## src/rtl/core/vram_update_list_writer_defines.svh

```systemverilog
// -----------------------------------------------------------------------------
// vram update list writer assertion macros
// concurrent assertion wrappers clocked on clk_i, disabled during reset
// -----------------------------------------------------------------------------
`ifndef VRAM_UPDATE_LIST_WRITER_DEFINES_SVH
`define VRAM_UPDATE_LIST_WRITER_DEFINES_SVH

`ifndef NO_ASSERTIONS

// property checked on every clock edge outside reset
`define VULW_ASSERT(lbl, prop) \
  lbl: assert property (@(posedge clk_i) disable iff (!rst_ni) (prop)) \
    else $error("vram update list writer assertion failed");

// implication checked on every clock edge outside reset
`define VULW_ASSERT_IMPL(lbl, ante, cons) \
  lbl: assert property (@(posedge clk_i) disable iff (!rst_ni) (ante) |-> (cons)) \
    else $error("vram update list writer implication failed");

`else

`define VULW_ASSERT(lbl, prop)
`define VULW_ASSERT_IMPL(lbl, ante, cons)

`endif

`endif

```

## src/rtl/core/vulw_pkg.sv

```systemverilog
// -----------------------------------------------------------------------------
// vulw_pkg
// shared types and constants of the vram update list writer
// -----------------------------------------------------------------------------
package vulw_pkg;

  localparam int unsigned OUT_ADDR_BITS = 14;
  localparam int unsigned COUNT_BITS    = 9;

  // list byte codes
  localparam logic [7:0] TYPE_END     = 8'h00;
  localparam logic [7:0] TYPE_ROW     = 8'h02;
  localparam logic [7:0] TYPE_COUNTED = 8'h03;
  localparam logic [7:0] END_MARK     = 8'hFF;

  // one result transaction
  typedef struct packed {
    logic                     we;
    logic [OUT_ADDR_BITS-1:0] addr;
    logic [7:0]               data;
    logic                     last;
  } res_t;

endpackage

```

## src/rtl/core/vram_update_list_writer.sv

```systemverilog
// -----------------------------------------------------------------------------
// vram_update_list_writer
// decodes a video memory update list, one byte in, one write result out
// -----------------------------------------------------------------------------
// usage:
//   the slave stream s_axis carries the update list one byte per transaction.
//   the master stream m_axis gives exactly one result per input byte: tuser
//   says whether the byte is written to video memory, tdata holds address and
//   data of that write (both zero when no write), tlast flags a zero type byte
//   that ended the list.
// throughput:
//   one byte per cycle sustained while m_axis_tready holds; a result is registered in
//   the output register, or in the skid register while that is full. the decode is a
//   single pass of small logic between the command state registers and the output register.
// stalls:
//   an output register plus a one-entry skid register part the two sides, so
//   one more byte is taken while a result waits; s_axis_tready drops only when
//   both are full, and nothing is lost or repeated.
// reset:
//   rst_ni clears the stream registers and returns the decoder to waiting for
//   a type byte with cursor address zero.
`include "vram_update_list_writer_defines.svh"

module vram_update_list_writer
  import vulw_pkg::*;
#(
  parameter int unsigned ADDR_BITS  = 14,
  parameter int unsigned ROW_STRIDE = 32
) (
  input  logic        clk_i,
  input  logic        rst_ni,
  // list byte stream
  input  logic        s_axis_tvalid,
  output logic        s_axis_tready,
  input  logic [7:0]  s_axis_tdata,   // [7:0] list_byte
  // write result stream
  output logic        m_axis_tvalid,
  input  logic        m_axis_tready,
  output logic [23:0] m_axis_tdata,   // [13:0] write_address, [21:14] write_data, zero pad
  output logic        m_axis_tuser,   // [0] write_enable
  output logic        m_axis_tlast    // list_end
);

  // decoder phases
  localparam logic [2:0] PH_TYPE    = 3'd0;
  localparam logic [2:0] PH_HI      = 3'd1;
  localparam logic [2:0] PH_LO      = 3'd2;
  localparam logic [2:0] PH_COUNT   = 3'd3;
  localparam logic [2:0] PH_COUNTED = 3'd4;
  localparam logic [2:0] PH_DATA    = 3'd5;

  localparam int unsigned EXT_BITS = 16;

  logic [2:0]            phase_q, phase_d;
  logic [ADDR_BITS-1:0]  cursor_q, cursor_d;
  logic                  row_mode_q, row_mode_d;
  logic                  cnt_mode_q, cnt_mode_d;
  logic [COUNT_BITS-1:0] remain_q, remain_d;

  logic out_valid_q, skid_valid_q;
  res_t out_q, skid_q;
  res_t res;

  logic                 in_fire;
  logic [7:0]           lb;
  logic [EXT_BITS-1:0]  cursor_ext;
  logic [EXT_BITS-1:0]  hi_ext;
  logic [ADDR_BITS-1:0] step;

  assign s_axis_tready = !skid_valid_q;
  assign in_fire       = s_axis_tvalid && s_axis_tready;
  assign lb            = s_axis_tdata;

  // cursor widened so the fixed output width can be cut from it
  assign cursor_ext = EXT_BITS'(cursor_q);
  assign hi_ext     = {lb, 8'h00};
  assign step       = row_mode_q ? ADDR_BITS'(ROW_STRIDE) : ADDR_BITS'(1);

  // single-pass decode of one list byte
  always_comb begin
    phase_d    = phase_q;
    cursor_d   = cursor_q;
    row_mode_d = row_mode_q;
    cnt_mode_d = cnt_mode_q;
    remain_d   = remain_q;
    res        = '0;
    case (phase_q)
      PH_HI: begin
        // bits above the address width are dropped
        cursor_d = hi_ext[ADDR_BITS-1:0];
        phase_d  = PH_LO;
      end
      PH_LO: begin
        cursor_d = cursor_q | ADDR_BITS'(lb);
        phase_d  = cnt_mode_q ? PH_COUNT : PH_DATA;
      end
      PH_COUNT: begin
        // a count of zero means a full run of 256
        remain_d = (lb == 8'h00) ? COUNT_BITS'(256) : COUNT_BITS'(lb);
        phase_d  = PH_COUNTED;
      end
      PH_COUNTED: begin
        // every counted byte is written, the end mark too
        res.we   = 1'b1;
        res.data = lb;
        res.addr = cursor_ext[OUT_ADDR_BITS-1:0];
        cursor_d = cursor_q + step;
        remain_d = remain_q - COUNT_BITS'(1);
        if (remain_q == COUNT_BITS'(1)) begin
          phase_d = PH_DATA;
        end
      end
      PH_DATA: begin
        if (lb == END_MARK) begin
          phase_d = PH_TYPE;
        end else begin
          res.we   = 1'b1;
          res.data = lb;
          res.addr = cursor_ext[OUT_ADDR_BITS-1:0];
          cursor_d = cursor_q + step;
        end
      end
      default: begin
        // type byte; unused phase codes land here as well
        if (lb == TYPE_END) begin
          res.last = 1'b1;
          phase_d  = PH_TYPE;
        end else begin
          // types above 3 act as type 1
          row_mode_d = (lb == TYPE_ROW);
          cnt_mode_d = (lb == TYPE_COUNTED);
          phase_d    = PH_HI;
        end
      end
    endcase
  end

  // command state
  always_ff @(posedge clk_i or negedge rst_ni) begin
    if (!rst_ni) begin
      phase_q    <= PH_TYPE;
      cursor_q   <= '0;
      row_mode_q <= 1'b0;
      cnt_mode_q <= 1'b0;
      remain_q   <= '0;
    end else if (in_fire) begin
      phase_q    <= phase_d;
      cursor_q   <= cursor_d;
      row_mode_q <= row_mode_d;
      cnt_mode_q <= cnt_mode_d;
      remain_q   <= remain_d;
    end
  end

  // output register with skid entry
  always_ff @(posedge clk_i or negedge rst_ni) begin
    if (!rst_ni) begin
      out_valid_q  <= 1'b0;
      skid_valid_q <= 1'b0;
    end else if (!out_valid_q || m_axis_tready) begin
      if (skid_valid_q) begin
        out_valid_q  <= 1'b1;
        skid_valid_q <= 1'b0;
      end else begin
        out_valid_q <= in_fire;
      end
    end else if (in_fire) begin
      skid_valid_q <= 1'b1;
    end
  end

  always_ff @(posedge clk_i) begin
    if (!out_valid_q || m_axis_tready) begin
      if (skid_valid_q) begin
        out_q <= skid_q;
      end else if (in_fire) begin
        out_q <= res;
      end
    end else if (in_fire) begin
      skid_q <= res;
    end
  end

  assign m_axis_tvalid = out_valid_q;
  assign m_axis_tdata  = {2'b00, out_q.data, out_q.addr};
  assign m_axis_tuser  = out_q.we;
  assign m_axis_tlast  = out_q.last;

  // checks
  `VULW_ASSERT_IMPL(a_skid_behind_out, skid_valid_q, out_valid_q)
  `VULW_ASSERT_IMPL(a_end_no_write, out_valid_q && out_q.last, !out_q.we)
  `VULW_ASSERT_IMPL(a_idle_payload_zero, out_valid_q && !out_q.we,
                    out_q.addr == '0 && out_q.data == 8'h00)
  `VULW_ASSERT_IMPL(a_counted_nonzero, phase_q == PH_COUNTED, remain_q != '0)
  `VULW_ASSERT(a_phase_legal, phase_q <= PH_DATA)

endmodule

```

## config.mk

```make
export PLATFORM = sky130hd
export DESIGN_NAME = vram_update_list_writer
export DESIGN_NICKNAME = d
export VERILOG_FILES = /design/src/rtl/core/vulw_pkg.sv /design/src/rtl/core/vram_update_list_writer.sv
export VERILOG_INCLUDE_DIRS = /design/src /design/src/rtl/core
export SDC_FILE = /design/constraint.sdc
export NUM_CORES = 1
export LEC_CHECK = 0
export ABC_AREA = 0
export ABC_CLOCK_PERIOD_IN_PS = 2500
export BUFFER_PORTS_ARGS = -buffer_cell sky130_fd_sc_hd__buf_2
export CAP_MARGIN = 20
export CORE_ASPECT_RATIO = 1.25
export CORE_UTILIZATION = 31
export DETAILED_ROUTE_END_ITERATION = 6
export HOLD_SLACK_MARGIN = 0.03
export PLACE_DENSITY = 0.56
export SETUP_SLACK_MARGIN = 0.4
export SLEW_MARGIN = 20
export SYNTH_ARGS = -nofsm -noshare
export SYNTH_HDL_FRONTEND = slang
export SYNTH_SLANG_ARGS = --single-unit
```

## constraint.sdc

```tcl
create_clock -name clk_i -period 2.5 [get_ports clk_i]
set_clock_uncertainty 0.15 [all_clocks]
set_input_delay 0.125 -clock clk_i [delete_from_list [all_inputs] [get_ports clk_i]]
set_output_delay 0.125 -clock clk_i [all_outputs]
set_load 0.1 [all_outputs]
```

# Word-level counts from Yosys, hierarchy flattened

Index checks and enable logic that the tools add are counted.

Register bits: 78
Output and inout port bits: 28

Add/sub/neg operators: 2
Equal/unequal tests: 12
Multiplexer cells: 19
Bitwise logic cells: 4
Reduce and logical (&&, ||, !) cells: 16

Operator list:

| cell                                              | count |
|---|---|
| one-hot mux 14 bit (4 select lines)               | 1 |
| two-way mux 24 bit                                | 2 |
| one-hot mux 23 bit (2 select lines)               | 1 |
| two-way mux 23 bit                                | 1 |
| one-hot mux 9 bit (2 select lines)                | 1 |
| == test 8 x 2 -> 1 bit (second input constant)    | 2 |
| one-hot mux 3 bit (5 select lines)                | 1 |
| adder 14 x 6 -> 14 bit                            | 1 |
| two-way mux 14 bit                                | 1 |
| OR 14 x 8 -> 14 bit                               | 1 |
| == test 9 x 1 -> 1 bit (second input constant)    | 1 |
| two-way mux 3 bit                                 | 3 |
| two-way mux 9 bit                                 | 1 |
| AND reduction 3 bit                               | 3 |
| subtractor 9 x 1 -> 9 bit (second input constant) | 1 |
| == test 8 bit (second input constant)             | 1 |
| zero test 8 bit                                   | 1 |
| == test 3 x 2 -> 1 bit (second input constant)    | 2 |
| == test 3 bit (second input constant)             | 2 |
| two-way mux 1 bit                                 | 6 |
| two-way mux 6 bit                                 | 1 |
| inequality test 2 bit (second input constant)     | 3 |
| AND reduction 2 bit                               | 3 |
| nonzero test 2 bit                                | 3 |
| other kinds (7)                                   | 10 |

# Longest topological paths before layout

Gate-level depths: netlist of the first run.

Word-level depth: 5
Mapped depth: 7
Mapped depth without buffers: 7

# Worst setup path before layout of the first run

Ideal clock, no wire load.

Path kind: register -> register
Start: register out_valid_q (netlist: m_axis_tvalid)
End: register skid_q[0] in the netlist's numbering (enable)
Setup time: 0.405 ns
Arrival time: 2.211 ns
Required time: 1.945 ns
Setup slack: -0.266 ns
Stages on the path, launching flop included: 3
Buffers on the path: 0
Cells stage by stage: dfrtp_1 > nand2b_1 > nor2_1

Longest elaborated chain between the ends: 4

RTL lines:

| what                                 | RTL line                       | text |
|---|---|---|
| from (decl)                          | vram_update_list_writer.sv:60  | `logic out_valid_q, skid_valid_q;` |
| from (signal assigned)               | vram_update_list_writer.sv:165 | `out_valid_q <= in_fire;` |
| zero test 1 bit                      | vram_update_list_writer.sv:173 | `if (!out_valid_q \|\| m_axis_tready) begin` |
| logical OR 1 bit                     | vram_update_list_writer.sv:173 |  |
| NOT 1 bit (no source line)           | n/a                            |  |
| AND reduction 2 bit (no source line) | n/a                            |  |
| to (signal assigned)                 | vram_update_list_writer.sv:180 | `skid_q <= res;` |
| to (decl)                            | vram_update_list_writer.sv:61  | `res_t out_q, skid_q;` |

Every way passes these cells.
A chain may end at the register's enable or synchronous reset.

# Worst setup path in the final report of the first run

Start: register row_mode_q
End: register cursor_q[11]

Longest elaborated chain between the ends: 4

RTL lines:

| what                                  | RTL line                                                       | text |
|---|---|---|
| from (decl)                           | vram_update_list_writer.sv:56                                  | `logic row_mode_q, row_mode_d;` |
| from (signal assigned)                | vram_update_list_writer.sv:149                                 | `row_mode_q <= row_mode_d;` |
| two-way mux 6 bit *                   | vram_update_list_writer.sv:77                                  | `assign step = row_mode_q ? ADDR_BITS'(ROW_STRIDE) : ADDR_BITS'(1);` |
| adder 14 x 6 -> 14 bit *              | vram_update_list_writer.sv:107, vram_update_list_writer.sv:120 |  |
| two-way mux 14 bit                    | vram_update_list_writer.sv:114                                 | `if (lb == END_MARK) begin` |
| one-hot mux 14 bit (4 select lines) * | vram_update_list_writer.sv:87                                  | `case (phase_q)` |
| to (signal assigned)                  | vram_update_list_writer.sv:148                                 | `cursor_q <= cursor_d;` |
| to (decl)                             | vram_update_list_writer.sv:55                                  | `logic [ADDR_BITS-1:0] cursor_q, cursor_d;` |

Every way passes the cells marked *; elsewhere a longest branch is shown, timed or not. The select of a mux whose other input is x is not followed.

==> results of run 1 <==
-- registers in the layout, indices dropped and copies added, names as in the netlist --
| signal | cells |
|---|---|
| cnt_mode_q | 1 |
| m_axis_tuser | 1 |
| cursor_q | 14 |
| m_axis_tdata | 22 |
| remain_q | 9 |
| row_mode_q | 1 |
| m_axis_tvalid | 1 |
| skid_q | 24 |
| m_axis_tlast | 1 |
| skid_valid_q | 1 |
| phase_q | 3 |
-- layout by cell type (no fill, tap or decap), types with 3 or more instances in the layout --
| cell | instances |
|---|---|
| and2_1 | 21 |
| inv_1 | 9 |
| a31oi_1 | 4 |
| mux2_2 | 23 |
| edfxtp_1 | 48 |
| clkbuf_16 | 9 |
| nor4_1 | 3 |
| ha_1 | 5 |
| o21ai_0 | 14 |
| a21oi_1 | 29 |
| buf_2 | 37 |
| nand3_1 | 6 |
| o22ai_1 | 9 |
| dlygate4sd3_1 | 6 |
| o21ai_1 | 8 |
| nor2_1 | 27 |
| a2bb2oi_1 | 5 |
| nand2_1 | 24 |
| bufinv_16 | 3 |
| buf_4 | 11 |
| nand2b_1 | 3 |
| o22a_1 | 4 |
| dfrtp_1 | 28 |
| nor3_1 | 10 |
-- cell usage after synthesis (all sizes together) (3+ instances only) --
| library cell | count | area, sq um |
|---|---|---|
| a21oi | 29 | 145 |
| a2bb2oi | 5 | 43.8 |
| a31oi | 4 | 25.0 |
| and2 | 22 | 139 |
| buf | 6 | 41.3 |
| clkbuf | 12 | 55.1 |
| dfrtp | 30 | 751 |
| edfxtp | 48 | 1440 |
| ha | 5 | 62.6 |
| inv | 10 | 37.5 |
| mux2 | 23 | 259 |
| nand2 | 25 | 93.8 |
| nand2b | 3 | 18.8 |
| nand3 | 6 | 30.0 |
| nor2 | 30 | 118 |
| nor3 | 10 | 50.1 |
| nor4 | 3 | 18.8 |
| o21ai | 22 | 110 |
| o22a | 5 | 45.0 |
| o22ai | 9 | 56.3 |
| or4 | 3 | 26.3 |
-- final timing paths --
| kind | startpoint | endpoint | slack, ns | cells past startpoint |
|---|---|---|---|---|
| max reg2reg | row_mode_q | cursor_q[11] | 0.54 | 6 |
| min | m_axis_tready | m_axis_tvalid | 0.03 | 3 |
| min in group asynchronous | rst_ni | remain_q[4] | 0.24 | 2 |
| min reg2reg | cursor_q[5] | cursor_q[5] | 0.37 | 2 |
| max in group asynchronous | rst_ni | phase_q[1] | 1.44 | 2 |
| max | row_mode_q | cursor_q[11] | 0.54 | 6 |
-- cell type report --
class | instances | area share
clock buffers | 9 | 0.0485
repair buffers | 54 | 0.0706
multi-input cells | 239 | 0.330
inverters | 10 | 0.00808
clock inverters | 7 | 0.0259
flip-flops and latches | 78 | 0.472
well taps | 164 | 0.0442
-- cells by family (layout without fill, tap and decap cells) --
logic type	count (synthesis)	in the layout	synth area share
flops	78	78	0.571
simple gates	117	117	0.159
other cells	1	2	0.000977
buf+inv	28	80	0.0349
mux	23	23	0.0675
fa+ha+maj	5	5	0.0163
xor+xnor	1	1	0.00228
compound gates	91	91	0.147
-- routing by layer --
| layer | GRT usage | share of wire | vias to the layer above |
|---|---|---|---|
| met3 | 0.0259 | 0.032 | 12 |
| li1 | - | - | 1375 |
| met5 | 0 | 0 | - |
| met4 | 0.0665 | 0.022 | 0 |
| met1 | 0.179 | 0.47 | 1363 |
| met2 | 0.209 | 0.47 | 56 |
-- repair_timing --
item                                    4_1_cts  5_1_grt
hold buffers                                  6        0
gates resized for setup                       0        4
endpoints found under the setup margin        0        6
endpoints found under the hold margin        36        0
-- worst max-delay path: cells and delay by family (launching register included) --
| family | cells | cell delay (ns) |
|---|---|---|
| AO/OA/AOI/OAI | 4 | 0.73 |
| flip-flops | 1 | 0.42 |
| adder cells (fa/ha/maj) | 1 | 0.31 |
| AND/OR/NAND/NOR | 1 | 0.23 |
-- power breakdown --
part / leakage [nW] / switching, mW / internal, mW / total, mW
logic: 0.817 / 1.36 / 0.684 / 2.04
registers: 0.834 / 0.301 / 1.74 / 2.04
clock network: 0.172 / 0.519 / 0.981 / 1.50
total: 1.82 / 2.17 / 3.41 / 5.58
-- metrics by stage --
step	setup slack, ns	hold slack (ns)	util	std cells	instance area [sq um]
6_report	0.542	0.0296	0.384	561	4650
5_1_grt	0.439	0.0523	0.384	561	4650
4_1_cts	0.458	0.0318	0.383	561	4630
3_5_place_dp	0.468	0.0926	0.349	539	4230
3_3_place_gp	0.470	0.0900	0.349	539	4230
2_1_floorplan	0.480	-0.321	-	345	3850
==> flow_summary.yaml, run 1 <==
placement:
  portBuffers: 37
  routabilityCongestion: 0.808
  dpl.hpwl_um: 5610
detailed_routing:
  via_per_inst: 5.00
  routed_wl_um: 8260
  wl_per_cell_um: 14.7
  drt_iter0_drc: 141
  postRouteAntennaNets: 0
  dr.pass1.iters: 7
  vias: 2806
  drc: 2
job:
  drv_cap: 0
cts:
  clock_path_buffers: 2
  cts_tree: "built"
  clock-root-buffer: "clkbuf_16"
  numCtsBuffers: 9
  path_clk_slew_ns: 0.06
  clk_latency_ns: 0.33
  cts_setup_buffers: 0
  cts.sinks: 78
  cts_htree_levels: 3
sta:
  setup_tns_ns: 0
  rsz0062_at_grt: "no"
  fin_crit_sh: 0.783
  slew_viol_final: 0
  fin_crit_ns: 1.96
  tightest_slew_ns: 0.744
  fmax_ghz: 0.511
  hold_viol: 0
  slew_headroom: 0.504
  final-setup-viol-count: 0
cells_and_area:
  diodes: 0
  fin_nets: 409
  multiInputGateArea_sq_um: 1540
  fill_cells: 1197
  layout-drive-gt1-share: 0.257
  area_growth_pct: 21.1
  regArea_sq_um: 2190
critical_path:
  cpMostUsedCell: "a21oi_1"
  cp_slowest_cell: "dfrtp_1"
  cpPeakStageDelay_ns: 0.42
  worstSetupEndpointType: "flop"
  critPathMaxFanout: 6
  required_ns: 2.57
  arrival_ns: 2.02
  crit_type: "reg2reg"
  cp-start-kind: "flop"
  cp_cell_sequence: "ha_1 -> and4_1 -> a31o_2 -> a41o_1 -> a21oi_1 -> a21oi_1"
floorplanning:
  dieHeight_um: 126
  die_area_sq_um: 12800
  core.rowCount: 45
  core_sq_um: 12100
  start_util: 0.317
  ioPinCount: 40
  die_w_um: 102
global_routing:
  grt_pass1_wl_um: 13300
  grt_max_degree: 31
  overflow: 0
  grt_pass1_vias: 2623
  grtUsageTotal: 0.135
  antenna_found_initial: 0
synth:
  synth.avg_cell_area_sq_um: 11.2
  synth_edf_count: 48
  synthArstFlopShare: 0.385
  ys_ff_latch: 78
  ys_seq_area_frac: 0.571
  netlist_area_sq_um: 3840
  yosysUniqueCellTypes: 54
  syn_inst: 344
  synth_ff_type: "edfxtp_1"
  yosysWarningCount: 0
power:
  max-vdd-ir-drop_v: 0.000512
  fin_total_pwr_mw: 5.58
  powerDensity_nw_per_um2: 1200
  p_leak_nw: 1.82
status:
  status: "finished, violations left"
  violations: "design-rule violations"
worst_hold_path:
  min_path_type: "in2reg"
(Power assumes the default switching activity.)
==> run 2, diff against run 1 <==
Settings changed: ABC_CLOCK_PERIOD_IN_PS 2500 to 1600, PLACE_DENSITY 0.56 to 0.58.
Clock period 2.5 ns to 1.6 ns, I/O delays scaled along.
==> run 2 against run 1 <==
Compared with the run above:
- first-iteration DRC count increased by 44%
- cell area up 47%
- critical endpoint is now phase_q[2]
- flip-flop and latch count did not move
- clock power rose by 49%
- setup slack worse by 0.76 ns
- critical path type unchanged
- combinational power grew to 3.5 times the previous value
- power rose by 120%
- routed wire length rose by 61%
- non-clock buffer count up 114
- the run ends with negative hold slack, negative setup slack left
- register-to-register slack worse by 0.76 ns
==> flow_summary.yaml, run 2 (synthesis results as in run 1) <==
status:
  status: "finished, violations left"
  violations: "negative hold slack, negative setup slack"
sta:
  final-setup-viol-count: 75
  fmax_ghz: 0.549
  rsz0062_at_grt: "yes"
  fin_crit_ns: 1.82
  holdWs_ns: -0.0189
  hold_viol: 1
  fin_crit_sh: 1.14
  setup_tns_ns: -7.14
  slew_viol_final: 0
  setup_ws_ns: -0.222
critical_path:
  cp_slowest_cell: "or4_4"
  regToRegSetupSlack_ns: -0.22
  worst-path-stages: 5
  reg2reg_depth: 5
  worstSetupEndpointType: "flop"
  cpLargestDelayFamily: "simple AND/OR/NAND/NOR gates"
  critPathMaxFanout: 2
  cp-start-kind: "flop"
  arrival_ns: 1.89
  cpPeakStageDelay_ns: 0.58
  crit_type: "reg2reg"
  cp_cell_sequence: "or4_4 -> nor4b_4 -> o21ai_2 -> o21ai_1 -> o31ai_1"
  path_buf_inv: 0
  required_ns: 1.67
cells_and_area:
  layout_common_cells: "buf_4, buf_6, edfxtp_1, dfrtp_1"
  layout-drive-gt1-share: 0.640
  top_register: "skid_q"
  finalNonFillerCells: 680
  fill_cells: 940
  diodes: 0
  area_growth_pct: 78.4
  fin_nets: 529
  largest_reg_flops: 24
  post-route-util: 0.565
  final_common_cell: "buf_4"
  fin_area_sq_um: 6840
floorplanning:
  dieHeight_um: 126
  die_w_um: 102
  core.rowCount: 45
  ioPinCount: 40
  core_sq_um: 12100
  die_area_sq_um: 12800
  start_util: 0.317
global_routing:
  grt_pass1_vias: 3717
  antenna_found_initial: 0
  overflow: 0
  grt_pass1_wl_um: 19500
  grtUsageTotal: 0.206
  grt_max_degree: 19
cts:
  clock-root-buffer: "clkbuf_16"
  cts_tree: "built"
  cts.sinks: 78
  clock_path_buffers: 2
  clk_latency_ns: 0.35
  numCtsBuffers: 9
  cts_htree_levels: 3
  cts_hold_buf: 2
  path_clk_slew_ns: 0.06
detailed_routing:
  postRouteAntennaNets: 0
  via_per_inst: 5.30
  drt_iter0_drc: 203
  vias: 3606
  dr.pass1.iters: 4
  routed_wl_um: 13300
  wl_per_cell_um: 19.6
  drc: 0
placement:
  portBuffers: 37
  dpl.hpwl_um: 6550
  place_area_sq_um: 4930
  routabilityCongestion: 0.853
  place_inst: 604
  place_ws_ns: -0.363
job:
  drv_cap: 0
power:
  powerDensity_nw_per_um2: 1830
  fin_total_pwr_mw: 12.5
  p_leak_nw: 2.83
  max-vdd-ir-drop_v: 0.000787
worst_hold_path:
  min_path_type: "in2reg"
  hold_depth: 3
run 2: changes by cell type in the layout (fill, tap and decap cells not counted), moves of 9 or more:
cell / change
nor2_1: -13
o21ai_0: -9
a21oi_4: +10
mux2_4: +22
buf_12: +11
and2_1: -21
buf_6: +60
a21oi_2: +11
buf_4: +60
and2_4: +22
mux2_2: -22
buf_2: -25
a21oi_1: -19
run 2: cell type report:
| class | count | area [sq um] | area share |
|---|---|---|---|
| Sequential cell | 78 | 2200 | 0.321 |
| Timing Repair Buffer | 168 | 1770 | 0.259 |
| Tap cell | 164 | 205 | 0.0300 |
| Clock inverter | 5 | 83.8 | 0.0122 |
| Clock buffer | 10 | 229 | 0.0335 |
| Multi-Input combinational cell | 245 | 2310 | 0.337 |
| Inverter | 10 | 45.0 | 0.00658 |
run 2: what timing repair did:
item / in CTS / in global routing
pin swaps: 38 / 40
endpoints found under the setup margin: 150 / 144
cloned: 14 / 1
buffers inserted: 32 / 12
gates resized for setup: 133 / 116
hold endpoints to repair: 33 / 1
run 2: metal layers:
layer | track usage | up-vias | share of wire
met4 | 0.139 | 0 | 0.058
met5 | 0 | - | 0
met1 | 0.241 | 1788 | 0.38
met2 | 0.339 | 146 | 0.51
li1 | - | 1619 | -
met3 | 0.0386 | 53 | 0.050
run 2: worst reg2reg max path: cells and delay by family, from the launching register on:
family             cells  cell delay, ns
DFF                    1            0.38
and+or+nand+nor        2            0.82
AOI/OAI and AO/OA      3            0.35
run 2: final timing paths:
kind | to | from
max | phase_q[2] | remain_q[6]
min | skid_valid_q | m_axis_tready
max reg2reg | phase_q[2] | remain_q[6]
min reg2reg | m_axis_tdata[10] | skid_q[19]
max in group asynchronous | cursor_q[8] | rst_ni
min in group asynchronous | remain_q[8] | rst_ni
run 2: report_power, final:
part           switching [mW]  total [mW]  internal (mW)
registers               0.390        3.12           2.73
logic                    3.71        7.18           3.48
clock network           0.861        2.23           1.36
total                    4.96        12.5           7.57
